File: config.mk
export PLATFORM = sky130hd
export DESIGN_NAME = rvex_back
export DESIGN_NICKNAME = d
export VERILOG_FILES = /design/src/hw/rtl/rvex_pkg.sv /design/src/hw/rtl/rvex_back.sv
export SDC_FILE = /design/constraint.sdc
export NUM_CORES = 1
export LEC_CHECK = 0
export BUFFER_PORTS_ARGS = -buffer_cell sky130_fd_sc_hd__buf_2
export CAP_MARGIN = 20
export CORE_UTILIZATION = 30
export DETAILED_ROUTE_END_ITERATION = 10
export PLACE_DENSITY = 0.58
export SLEW_MARGIN = 20
export SYNTH_ARGS = -nofsm -noshare
export SYNTH_HDL_FRONTEND = slang
export SYNTH_SLANG_ARGS = --single-unit
export TNS_END_PERCENT = 20
File: constraint.sdc
create_clock -name vclk -period 10.3
set_input_delay 3.09 -clock vclk [all_inputs]
set_output_delay 3.09 -clock vclk [all_outputs]
set_load 0.02 [all_outputs]
File: src/hw/rtl/rvex_pkg.sv
package rvex_pkg;

    localparam int NumCells = 64;

    // operation codes
    localparam logic [5:0] OpBeq    = 6'd0;
    localparam logic [5:0] OpBne    = 6'd1;
    localparam logic [5:0] OpBlt    = 6'd2;
    localparam logic [5:0] OpBge    = 6'd3;
    localparam logic [5:0] OpBltu   = 6'd4;
    localparam logic [5:0] OpBgeu   = 6'd5;
    localparam logic [5:0] OpJal    = 6'd6;
    localparam logic [5:0] OpJalr   = 6'd7;
    localparam logic [5:0] OpLui    = 6'd8;
    localparam logic [5:0] OpAuipc  = 6'd9;
    localparam logic [5:0] OpAdd    = 6'd10;
    localparam logic [5:0] OpSub    = 6'd11;
    localparam logic [5:0] OpSll    = 6'd12;
    localparam logic [5:0] OpSlt    = 6'd13;
    localparam logic [5:0] OpSltu   = 6'd14;
    localparam logic [5:0] OpXor    = 6'd15;
    localparam logic [5:0] OpSrl    = 6'd16;
    localparam logic [5:0] OpSra    = 6'd17;
    localparam logic [5:0] OpOr     = 6'd18;
    localparam logic [5:0] OpAnd    = 6'd19;
    localparam logic [5:0] OpMul    = 6'd20;
    localparam logic [5:0] OpMulh   = 6'd21;
    localparam logic [5:0] OpMulhsu = 6'd22;
    localparam logic [5:0] OpMulhu  = 6'd23;
    localparam logic [5:0] OpDiv    = 6'd24;
    localparam logic [5:0] OpDivu   = 6'd25;
    localparam logic [5:0] OpRem    = 6'd26;
    localparam logic [5:0] OpRemu   = 6'd27;
    localparam logic [5:0] OpAddw   = 6'd28;
    localparam logic [5:0] OpSubw   = 6'd29;
    localparam logic [5:0] OpSllw   = 6'd30;
    localparam logic [5:0] OpSrlw   = 6'd31;
    localparam logic [5:0] OpSraw   = 6'd32;
    localparam logic [5:0] OpMulw   = 6'd33;
    localparam logic [5:0] OpDivw   = 6'd34;
    localparam logic [5:0] OpDivuw  = 6'd35;
    localparam logic [5:0] OpRemw   = 6'd36;
    localparam logic [5:0] OpRemuw  = 6'd37;
    localparam logic [5:0] OpAddiw  = 6'd38;
    localparam logic [5:0] OpSlliw  = 6'd39;
    localparam logic [5:0] OpSrliw  = 6'd40;
    localparam logic [5:0] OpSraiw  = 6'd41;
    localparam logic [5:0] OpAddi   = 6'd42;
    localparam logic [5:0] OpSlli   = 6'd43;
    localparam logic [5:0] OpSlti   = 6'd44;
    localparam logic [5:0] OpSltiu  = 6'd45;
    localparam logic [5:0] OpXori   = 6'd46;
    localparam logic [5:0] OpSrli   = 6'd47;
    localparam logic [5:0] OpSrai   = 6'd48;
    localparam logic [5:0] OpOri    = 6'd49;
    localparam logic [5:0] OpAndi   = 6'd50;

    // fields that ride along the chain untouched
    typedef struct packed {
        logic [5:0]  op;
        logic [63:0] value;
        logic        redirect;
        logic [63:0] target;
        logic [63:0] corr;
        logic        q_neg;
        logic        r_neg;
    } side_t;

    // multiply / divide working state, one step per cell
    typedef struct packed {
        logic [63:0] acc;
        logic [63:0] shreg;
        logic [63:0] opnd;
        logic        is_div;
    } work_t;

    function automatic logic [63:0] sx32(input logic [63:0] v);
        return {{32{v[31]}}, v[31:0]};
    endfunction

endpackage

File: src/hw/rtl/rvex_back.sv
module rvex_back (
    input  rvex_pkg::side_t side,
    input  rvex_pkg::work_t work,
    output logic [63:0]     value
);

    always_comb
    begin
        logic [63:0] quo;
        logic [63:0] rem;

        quo = side.q_neg ? (64'd0 - work.shreg) : work.shreg;
        rem = side.r_neg ? (64'd0 - work.acc) : work.acc;

        // pick the multiply / divide result, or the early alu value
        unique case (side.op)
            rvex_pkg::OpMul:    value = work.shreg;
            rvex_pkg::OpMulh:   value = work.acc - side.corr;
            rvex_pkg::OpMulhsu: value = work.acc - side.corr;
            rvex_pkg::OpMulhu:  value = work.acc;
            rvex_pkg::OpMulw:   value = rvex_pkg::sx32(work.shreg);
            rvex_pkg::OpDiv:    value = quo;
            rvex_pkg::OpDivu:   value = quo;
            rvex_pkg::OpRem:    value = rem;
            rvex_pkg::OpRemu:   value = rem;
            rvex_pkg::OpDivw:   value = rvex_pkg::sx32(quo);
            rvex_pkg::OpDivuw:  value = rvex_pkg::sx32(quo);
            rvex_pkg::OpRemw:   value = rvex_pkg::sx32(rem);
            rvex_pkg::OpRemuw:  value = rvex_pkg::sx32(rem);
            default:            value = side.value;
        endcase
    end

endmodule

-- Yosys cells after proc, flatten, opt, wreduce, memory -nomap -nowiden
Index checks and enable logic that the tools add are counted.
- bits of input ports: 394
- bits in latches: 0
- word-level logic and storage cells: 24
- memory bits (read-only): 0
- output and inout bits: 64
- bits in writable memories: 0
- memories kept: 0
- register bits: 0
- shifts and indexed selects: 0
- order comparisons: 0
- eq/ne operators: 13
- multiply operators: 0
- bitwise gates (word level): 0
- divide/modulo/power cells: 0
- reduce and logical (&&, ||, !) cells: 5
- add/sub/neg operators: 3
- muxes and demuxes: 3
- operators with widths (operator ; number):
    64-bit case mux with 8 select lines ; 1
    64-bit two-way mux ; 2
    1-bit by 64-bit subtractor with 64-bit output (first input constant) ; 2
    64-bit subtractor ; 1
    6-bit by 5-bit equality test with 1-bit output (second input constant) ; 8
    6-bit equality test (second input constant) ; 5
    2-bit OR reduction ; 5

-- Longest topological paths before layout
- depth after elaboration: 3
- depth in mapped cells: 14
- mapped depth without buffers: 13

-- Least setup slack after synthesis
No wires, ideal clock.
- path type: input to output
- start point: input work[88] in the netlist's numbering
- end point: output value[54]
- buffers on the path: 2
- slack: 1.142 ns
- stages: 10
- arrival: 6.068 ns
- required time: 7.210 ns
- cells stage by stage: or4_1 -> or4b_4 -> or3_1 -> buf_2 -> or3_1 -> buf_2 -> o31ai_1 -> xnor2_1 -> a22oi_1 -> a41oi_1
- longest elaborated chain between the ends: 3
- ends and longest elaborated chain (item ; RTL line ; RTL):
    start, declared ; rvex_back.sv:3 ; input rvex_pkg::work_t work,
    1-bit by 64-bit subtractor with 64-bit output ; rvex_back.sv:12 ; quo = side.q_neg ? (64'd0 - work.shreg) : work.shreg;
    64-bit two-way mux ; rvex_back.sv:12 ;
    64-bit case mux with 8 select lines ; rvex_back.sv:16 ; unique case (side.op)
    end, declared ; rvex_back.sv:4 ; output logic [63:0] value
No other way between the ends.

-- Worst setup path after layout
- start point: input work[134] in the netlist's numbering
- end point: output value[50]
- longest elaborated chain between the ends: 3
- elaborated cells on any way between the ends: 4
- those cells by class: 2 x add/sub; 2 x mux
- ends and longest elaborated chain (item ; RTL line ; RTL):
    1-bit by 64-bit subtractor with 64-bit output ; rvex_back.sv:13 ; rem = side.r_neg ? (64'd0 - work.acc) : work.acc;
    64-bit two-way mux ; rvex_back.sv:13 ;
    64-bit case mux with 8 select lines (*) ; rvex_back.sv:16 ;
Every way passes the cells marked *; elsewhere a longest branch is shown, timed or not.

==> flow_summary.yaml <==
synth:
  ys_types: 79
  avgSynthCellArea_um2: 5.87
  ys_seq_area_frac: 0
  synthTopCellsByCount: "a21oi_1 (182), nor2_1 (166), o21ai_0 (164), nand2_1 (156)"
  synth.most_common_cell: "a21oi_1"
  syn_area_um2: 9600
  yosysWarnings: 0
  synth_area_leaders: "a21oi_1 (9.5%), ha_1 (8.6%), o21ai_0 (8.6%)"
  yosysTopAreaCell: "a21oi_1"
  netlist_instances: 1634
  syn_nets: 2095
  synth_top_area_frac: 0.0949
routing:
  wire_per_inst_um: 22.4
  first_pass_iters: 8
  ant_nets: 0
  vias: 14440
  routed_via_density: 6.26
  post-route-drc-count: 0
  dr.first_iter.drc_count: 1987
  routed_wl_um: 51600
placed_design:
  place_congestion: 1.01
  hpwl_um: 42100
  placed_area_um2: 11600
  io_buffer_count: 328
worst_setup_path:
  path_max_fanout: 13
  worstPathArrival_ns: 6.93
  end_kind: "primary output"
  cp-start-kind: "primary input"
  path_class: "in2out"
  required_ns: 7.21
sta:
  tightest_slew_ns: 0.878
  setup_tns_ns: 0
  rsz0062_at_grt: "no"
  fin_crit_ns: 10.02
  slew_headroom: 0.399
  max_freq_ghz: 0.0998
  final-setup-viol-count: 0
  finalCritPeriodShare: 0.972
  hold_violations: 0
  drv_slew: 0
grt:
  first_global_vias: 12944
  grt_pass1_wl_um: 76500
  antenna_found_initial: 13
  globalRouteOverflowTotal: 0
  track_usage: 0.298
  grt_max_degree: 96
floorplan:
  coreArea_um2: 31500
  die_h_um: 181
  initial_core_util: 0.305
  fp.dieW_um: 181
  io_pins: 458
  dieArea_um2: 32700
  row_count: 65
pwr:
  p_sw_uw: 386
  clockPowerShare: 0
  power_density_nw_per_um2: 50.9
  sw_frac_of_total: 0.651
  leakagePower_uw: 0.00489
  pwr-share-seq: 0
  max-vdd-ir-drop_mv: 0.0339
  internal_power_uw: 207
  comb_power_share: 1.000
finish:
  drive_above_1_share: 0.206
  filler_cell_count: 3501
  final_nets: 2357
  clock_buffers: 0
  seq_cells: 0
  seqCellArea_um2: 0
  area_delta_synth_final_pct: 21.6
  design_area_um2: 11700
  multiInputGateArea_um2: 8890
clock_tree:
  cts_resized: 0
  post_cts_buffers: 0
  cts_hold_buf: 0
worst_hold_path:
  hold_path_class: "in2out"
flow_run:
  cap_violations: 0
outcome:
  status: "completed"
-- worst paths after layout --
path                   endpoint  cells past startpoint  startpoint
worst max-delay path  value[50]                     12   work[134]
worst min-delay path   value[9]                      3   side[140]
-- worst max-delay path: stages --
cell      delay [ns]
buf_2           0.14
or4_4           0.55
or3_4           0.40
nor4_4          0.29
nand2_2         0.13
o41ai_2         0.32
xnor2_1         0.15
a221o_1         0.60
a221oi_1        0.49
o311ai_1        0.35
o22a_1          0.26
buf_2           0.15
-- area by class of cell --
cell class	count	area share
repair buffers	361	0.163
multi-input cells	1440	0.762
diodes	10	0.00215
well taps	402	0.0431
inverters	93	0.0299
-- kinds of logic (layout without fill, tap and decap cells) --
| kind of cell | after synthesis | count (layout) | synth area share |
|---|---|---|---|
| buf+inv | 194 | 454 | 0.0773 |
| simple gates | 658 | 658 | 0.339 |
| compound gates | 640 | 640 | 0.426 |
| xor+xnor | 69 | 69 | 0.0630 |
| mux | 6 | 6 | 0.00639 |
| fa+ha+maj | 67 | 67 | 0.0881 |
| other cells | 0 | 10 | 0 |
-- power by group through the flow --
stage / logic, µW / registers [µW] / clock network [µW]
floorplan: 344 / 0 / 0
global placement: 573 / 0 / 0
detailed placement: 573 / 0 / 0
CTS: 576 / 0 / 0
global route: 637 / 0 / 0.000130
finish: 594 / 0 / 0.000130
-- metal layers --
layer | track usage | up-vias | share of wire
li1 | - | 6732 | -
met1 | 0.435 | 6691 | 0.44
met2 | 0.427 | 912 | 0.40
met3 | 0.0568 | 101 | 0.12
met4 | 0.111 | 4 | 0.039
met5 | 0 | - | 0.00048
-- cell usage in the layout (no fill, tap or decap), types with 38 or more instances in the layout --
cell type	count
buf_2	328
nand2_1	156
nor2_1	165
nor3_1	87
nand3_1	45
ha_1	66
o21ai_0	164
xor2_1	38
a21oi_1	182
inv_1	93
-- stage by stage --
| step | util | worst slack [ns] | cells | total power, µW | hold WS (ns) |
|---|---|---|---|---|---|
| final | 0.371 | 0.283 | 2306 | 594 | 6.51 |
| after global routing | 0.371 | 0.188 | 2306 | 637 | 6.53 |
| after CTS | 0.370 | 0.430 | 2296 | 576 | 6.51 |
| after detailed placement | 0.370 | 0.430 | 2296 | 573 | 6.51 |
| after global placement | 0.370 | 0.445 | 2296 | 573 | 6.51 |
| after floorplan | - | 1.14 | 1634 | 344 | 6.36 |
Power figures use the tool's default switching activity.
