### src/hw/rtl/rvex_pkg.sv
package rvex_pkg;

    localparam int NumCells = 64;

    // operation codes
    localparam logic [5:0] OpBeq    = 6'd0;
    localparam logic [5:0] OpBne    = 6'd1;
    localparam logic [5:0] OpBlt    = 6'd2;
    localparam logic [5:0] OpBge    = 6'd3;
    localparam logic [5:0] OpBltu   = 6'd4;
    localparam logic [5:0] OpBgeu   = 6'd5;
    localparam logic [5:0] OpJal    = 6'd6;
    localparam logic [5:0] OpJalr   = 6'd7;
    localparam logic [5:0] OpLui    = 6'd8;
    localparam logic [5:0] OpAuipc  = 6'd9;
    localparam logic [5:0] OpAdd    = 6'd10;
    localparam logic [5:0] OpSub    = 6'd11;
    localparam logic [5:0] OpSll    = 6'd12;
    localparam logic [5:0] OpSlt    = 6'd13;
    localparam logic [5:0] OpSltu   = 6'd14;
    localparam logic [5:0] OpXor    = 6'd15;
    localparam logic [5:0] OpSrl    = 6'd16;
    localparam logic [5:0] OpSra    = 6'd17;
    localparam logic [5:0] OpOr     = 6'd18;
    localparam logic [5:0] OpAnd    = 6'd19;
    localparam logic [5:0] OpMul    = 6'd20;
    localparam logic [5:0] OpMulh   = 6'd21;
    localparam logic [5:0] OpMulhsu = 6'd22;
    localparam logic [5:0] OpMulhu  = 6'd23;
    localparam logic [5:0] OpDiv    = 6'd24;
    localparam logic [5:0] OpDivu   = 6'd25;
    localparam logic [5:0] OpRem    = 6'd26;
    localparam logic [5:0] OpRemu   = 6'd27;
    localparam logic [5:0] OpAddw   = 6'd28;
    localparam logic [5:0] OpSubw   = 6'd29;
    localparam logic [5:0] OpSllw   = 6'd30;
    localparam logic [5:0] OpSrlw   = 6'd31;
    localparam logic [5:0] OpSraw   = 6'd32;
    localparam logic [5:0] OpMulw   = 6'd33;
    localparam logic [5:0] OpDivw   = 6'd34;
    localparam logic [5:0] OpDivuw  = 6'd35;
    localparam logic [5:0] OpRemw   = 6'd36;
    localparam logic [5:0] OpRemuw  = 6'd37;
    localparam logic [5:0] OpAddiw  = 6'd38;
    localparam logic [5:0] OpSlliw  = 6'd39;
    localparam logic [5:0] OpSrliw  = 6'd40;
    localparam logic [5:0] OpSraiw  = 6'd41;
    localparam logic [5:0] OpAddi   = 6'd42;
    localparam logic [5:0] OpSlli   = 6'd43;
    localparam logic [5:0] OpSlti   = 6'd44;
    localparam logic [5:0] OpSltiu  = 6'd45;
    localparam logic [5:0] OpXori   = 6'd46;
    localparam logic [5:0] OpSrli   = 6'd47;
    localparam logic [5:0] OpSrai   = 6'd48;
    localparam logic [5:0] OpOri    = 6'd49;
    localparam logic [5:0] OpAndi   = 6'd50;

    // fields that ride along the chain untouched
    typedef struct packed {
        logic [5:0]  op;
        logic [63:0] value;
        logic        redirect;
        logic [63:0] target;
        logic [63:0] corr;
        logic        q_neg;
        logic        r_neg;
    } side_t;

    // multiply / divide working state, one step per cell
    typedef struct packed {
        logic [63:0] acc;
        logic [63:0] shreg;
        logic [63:0] opnd;
        logic        is_div;
    } work_t;

    function automatic logic [63:0] sx32(input logic [63:0] v);
        return {{32{v[31]}}, v[31:0]};
    endfunction

endpackage

### src/hw/rtl/rvex_cell.sv
module rvex_cell (
    input  logic            clk,
    input  logic            rst_n,
    input  logic            advance,
    input  logic            in_valid,
    input  rvex_pkg::side_t in_side,
    input  rvex_pkg::work_t in_work,
    output logic            out_valid,
    output rvex_pkg::side_t out_side,
    output rvex_pkg::work_t out_work
);

    logic            valid_reg;
    rvex_pkg::side_t side_reg;
    rvex_pkg::work_t work_reg;
    rvex_pkg::work_t work_next;

    // one multiply bit (shift-add) or one quotient bit (restoring)
    always_comb
    begin
        logic [64:0] sum;
        logic [64:0] diff;
        logic [64:0] part;

        part = {in_work.acc, in_work.shreg[63]};
        diff = part - {1'b0, in_work.opnd};
        sum  = {1'b0, in_work.acc} + (in_work.shreg[0] ? {1'b0, in_work.opnd} : 65'd0);

        work_next = in_work;
        if (in_work.is_div)
        begin
            if (!diff[64])
            begin
                work_next.acc = diff[63:0];
            end
            else
            begin
                work_next.acc = part[63:0];
            end
            work_next.shreg = {in_work.shreg[62:0], !diff[64]};
        end
        else
        begin
            work_next.acc   = sum[64:1];
            work_next.shreg = {sum[0], in_work.shreg[63:1]};
        end
    end

    // stage registers
    always_ff @(posedge clk or negedge rst_n)
    begin
        if (!rst_n)
        begin
            valid_reg <= 1'b0;
        end
        else if (advance)
        begin
            valid_reg <= in_valid;
        end
    end

    always_ff @(posedge clk)
    begin
        if (advance)
        begin
            side_reg <= in_side;
            work_reg <= work_next;
        end
    end

    assign out_valid = valid_reg;
    assign out_side  = side_reg;
    assign out_work  = work_reg;

endmodule

### config.mk
export PLATFORM = sky130hd
export DESIGN_NAME = rvex_cell
export DESIGN_NICKNAME = d
export VERILOG_FILES = /design/src/hw/rtl/rvex_pkg.sv /design/src/hw/rtl/rvex_cell.sv
export SDC_FILE = /design/constraint.sdc
export NUM_CORES = 1
export LEC_CHECK = 0
export BUFFER_PORTS_ARGS = -buffer_cell sky130_fd_sc_hd__buf_2
export CELL_PAD_IN_SITES_DETAIL_PLACEMENT = 1
export CELL_PAD_IN_SITES_GLOBAL_PLACEMENT = 2
export CORE_AREA = 2 2 310 312
export DETAILED_ROUTE_END_ITERATION = 10
export DIE_AREA = 0 0 312 314
export PLACE_DENSITY_LB_ADDON = 0.2
export SLEW_MARGIN = 15
export SYNTH_ARGS = -nofsm -noshare
export SYNTH_HDL_FRONTEND = slang
export SYNTH_SLANG_ARGS = --single-unit
### constraint.sdc
create_clock -name clk -period 1.69 [get_ports clk]
set_input_delay 0.0845 -clock clk [delete_from_list [all_inputs] [get_ports clk]]
set_output_delay 0.0845 -clock clk [all_outputs]
set_load 0.01 [all_outputs]
Yosys cells after proc, flatten, opt, wreduce, memory -nomap -nowiden. Index checks and enable logic that the tools add are counted.

Add/sub/neg operators: 2. Multipliers: 0. Divide/modulo/power cells: 0. Order comparisons: 0. Eq/ne operators: 0. Shifts and indexed selects: 0. Muxes and demuxes: 3. Bitwise logic cells: 0. Reductions and logical operators: 1.

Operator list (count): $mux 128 (1); $mux 64 (2); $add 64x64->65 (1); $sub 65x64->65 (1); $logic_not 1->1 (1).

Bits in registers: 395. Bits in latches: 0. Bits in writable memories: 0. Bits in read-only memories: 0. Memories: 0.

Longest topological paths before layout.
Depth after elaboration: 3. Depth in mapped cells: 16. Mapped depth without buffers: 13.

Worst setup path before layout. Ideal clock, no wire load.

Kind: input to register. Start: input port in_work[65] (netlist bit). End: register work_reg, in the netlist out_work[190], data pin. Setup time: 0.264 ns. Arrival time: 3.258 ns. Slack: -1.832 ns. Cell stages on the path: 14. Buffers on the path: 1. Path through: clkbuf_1 -> and2_1 -> ha_1 -> fa_1 -> a211oi_1 -> o21ai_0 -> a21oi_1 -> a22oi_1 -> o211ai_1 -> o41ai_1 -> or4b_1 -> a21oi_2 -> o311a_1 -> o31ai_1.

RTL lines: from (decl) (line rvex_cell.sv:7) `input rvex_pkg::work_t in_work,`; to (signal assigned) (line rvex_cell.sv:67) `work_reg <= work_next;`; to (decl) (line rvex_cell.sv:15) `rvex_pkg::work_t work_reg;`.

==> results_dict.tcl <==
set metrics [dict create \
    status "finished, violations left" \
    violations "setup timing" \
    wl_um 135000 \
    drt_iter0_markers 1263 \
    grt_pass1_vias 25960 \
    grt.overflow.total 0 \
    synth_cell_types 76 \
    p_per_area_nw_per_um2 850 \
    rsz0062_at_grt "yes" \
    syn_nets 2497 \
    initial_core_util_pct 23.7 \
    gp_congestion 0.976 \
    skew_ns 0 \
    synth_flop_cell "edfxtp_1" \
    numPortBuffers 792 \
    vias 24096 \
    place_area_um2 33100 \
    yosysTopAreaCell "edfxtp_1" \
    dp_cells 4603 \
    drc 0 \
    cts.root.buffer_cell "clkbuf_16" \
    clk_pin_slew_worst_paths_ns 0.06 \
    timing.final.crit_share_pct 176 \
    drv_cap 0 \
    slew_viol_final 0 \
    drtPass1Iterations 5 \
    period_needed_ns 2.98 \
    pin_count 793 \
    max_freq_mhz 336 \
    cp_max_fo 7 \
    design_area_um2 40000 \
    fin_ws_ns -1.29 \
    syn_avg_cell_area_um2 11.3 \
    layout.cells.non_filler 5148 \
    fillers 10710 \
    cts_tree "yes" \
    tightest_slew_ns 0.563 \
    grt_pass1_wl_um 189000 \
    synth_edf_count 394 \
    worstHoldPathType "in2reg" \
    coreArea_um2 94400 \
    layout-drive-gt1-share_pct 46.0 \
    drtAntennaViolNets 0 \
    cts_htree_levels 2 \
    arrival_ns 3.40 \
    netlist_area_um2 22300 \
    grt_max_degree 57 \
    clk_latency_ns 0.64 \
    synth.most_common_cell "edfxtp_1" \
    path_class "in2reg" \
    rows 113 \
    wl_per_cell_um 26.1 \
    yosys_warnings 0 \
    die_area_um2 98000 \
    cts.sinks 395 \
    grtUsageTotal_pct 26.5 \
    synth-seq-cells 395 \
    max_slew_margin_pct 62.0 \
    die_w_um 312 \
    dp_hpwl_um 108000 \
    cts_inserted_buffers 51 \
    finalHoldViolCount 0 \
    startpoint_type "input port" \
    ys_top_cells_by_count "edfxtp_1, a21oi_1, nand2_1" \
    yosysSeqAreaShare_pct 53.1 \
    ys_async_sr_fraction_pct 0.253 \
    syn2layout_area_growth_pct 78.9 \
    ir_worst_vdd_v 0.000795 \
    finalSetupViolCount 65 \
    netlist_instances 1969 \
    die_y_um 314 \
    synth.area.top_cells "edfxtp_1, ha_1, a21oi_1" \
    finalNetCount 4363 \
    synth_top_area_share_pct 52.9 \
    cts_buffer_depth 3 \
    cp-end-kind "flop" \
    via_per_inst 4.68 \
    p_leak_nw 17.9 \
    required_ns 2.12 \
    antenna_found_initial 25 \
]
[cells by family after synthesis]
kind of cell / share of synthesized area, %
buffers and inverters: 3.38
DFF: 53.1
and+or+nand+nor: 11.5
muxes: 4.78
AOI/OAI and AO/OA: 15.6
xor gates and xnor gates: 4.39
adders and majority gates: 7.35
[worst max-delay path, cell delays in order]
cell	delay, ns
buf_12	0.09
inv_12	0.03
ha_4	0.15
fa_2	0.35
nand2b_4	0.17
a21oi_4	0.20
o21ai_4	0.11
a2111oi_4	0.35
buf_6	0.19
o211ai_4	0.10
a211oi_4	0.26
buf_6	0.16
a2111oi_4	0.08
buf_4	0.16
a211oi_4	0.29
buf_12	0.22
buf_4	0.16
nand3_1	0.09
o311ai_2	0.13
[metrics by stage]
stage / power, mW / hold slack (ns) / util [%] / setup slack [ns] / setup TNS [ns]
after floorplan: 16.3 / -0.211 / - / -1.56 / -79.98
after global placement: 21.8 / -0.131 / 35.0 / -2.32 / -133.37
after detailed placement: 21.8 / -0.128 / 35.0 / -2.39 / -136.51
after CTS: 33.9 / 0.0000648 / 41.6 / -1.28 / -75.73
after global routing: 35.4 / 0.0101 / 42.3 / -1.33 / -81.39
final: 34.0 / 0.00721 / 42.3 / -1.29 / -78.20
[layout by cell type, fill, tap and decap left out, types with 15 or more instances in the layout]
cell / n
a21oi_1: 148
mux2i_1: 29
clkbuf_16: 55
buf_12: 21
inv_1: 97
o21ai_1: 20
nor3_1: 30
and2_1: 73
o211ai_1: 28
o221ai_2: 15
ha_1: 114
buf_2: 787
a21o_1: 66
edfxtp_1: 394
nand4_1: 31
nand3_1: 37
xnor2_1: 67
buf_4: 653
clkbuf_1: 15
a21oi_2: 15
o21bai_1: 24
xor2_1: 45
nand3_2: 27
dlygate4sd3_1: 421
nand2_1: 133
o21ai_0: 53
nor2_1: 99
mux2_2: 63
and3_1: 20
[routing by layer]
layer	track usage [%]	routed length, µm	part of all wire, %	up-vias
met5	0	35	0.026	-
met4	7.87	4070	3.0	6
met3	5.98	7800	5.8	152
met2	48.3	69200	51	618
met1	30.9	53500	40	12158
li1	-	-	-	11162
[final cells by class]
class / instances / area [µm²] / area share [%]
Timing Repair Buffer: 1905 / 13800 / 34.6
Sequential cell: 395 / 11900 / 29.7
Multi-Input combinational cell: 1384 / 10700 / 26.7
Tap cell: 1265 / 1580 / 3.96
Clock buffer: 66 / 1330 / 3.33
Inverter: 98 / 380 / 0.951
Clock inverter: 27 / 267 / 0.667
Antenna cell: 8 / 20.0 / 0.0501
[state kept, by name, indices dropped and copies added, names as in the netlist]
| signal | count |
|---|---|
| out_work | 193 |
| out_valid | 1 |
| out_side | 201 |
[repair_timing]
action / 4_1_cts / 5_1_grt
buffers inserted: 10 / 9
hold buffers: 420 / 1
pin swaps: 20 / 40
resized for setup: 60 / 102
cloned: 1 / 5
hold endpoints to repair: 412 / 1
setup endpoints to repair: 65 / 93
[final timing paths]
check	slack, ns	startpoint	endpoint	cells after the start
setup / recovery	-1.29	in_work[128]	out_work[134]	19
hold / removal	0.007	in_work[163]	out_work[164]	4
setup reg to reg	0.36	out_valid	out_valid	2
hold reg to reg	1.09	out_valid	out_valid	2
max in group asynchronous	1.26	rst_n	out_valid	3
min in group asynchronous	0.32	rst_n	out_valid	3
[report_power, final]
group          switching (mW)  leakage (nW)  total [mW]  internal [mW]
Clock                    4.86         0.759        10.8           5.92
Sequential              0.423          3.87        12.3           11.9
Combinational            5.69          13.2        10.9           5.17
(Power assumes the default switching activity.)
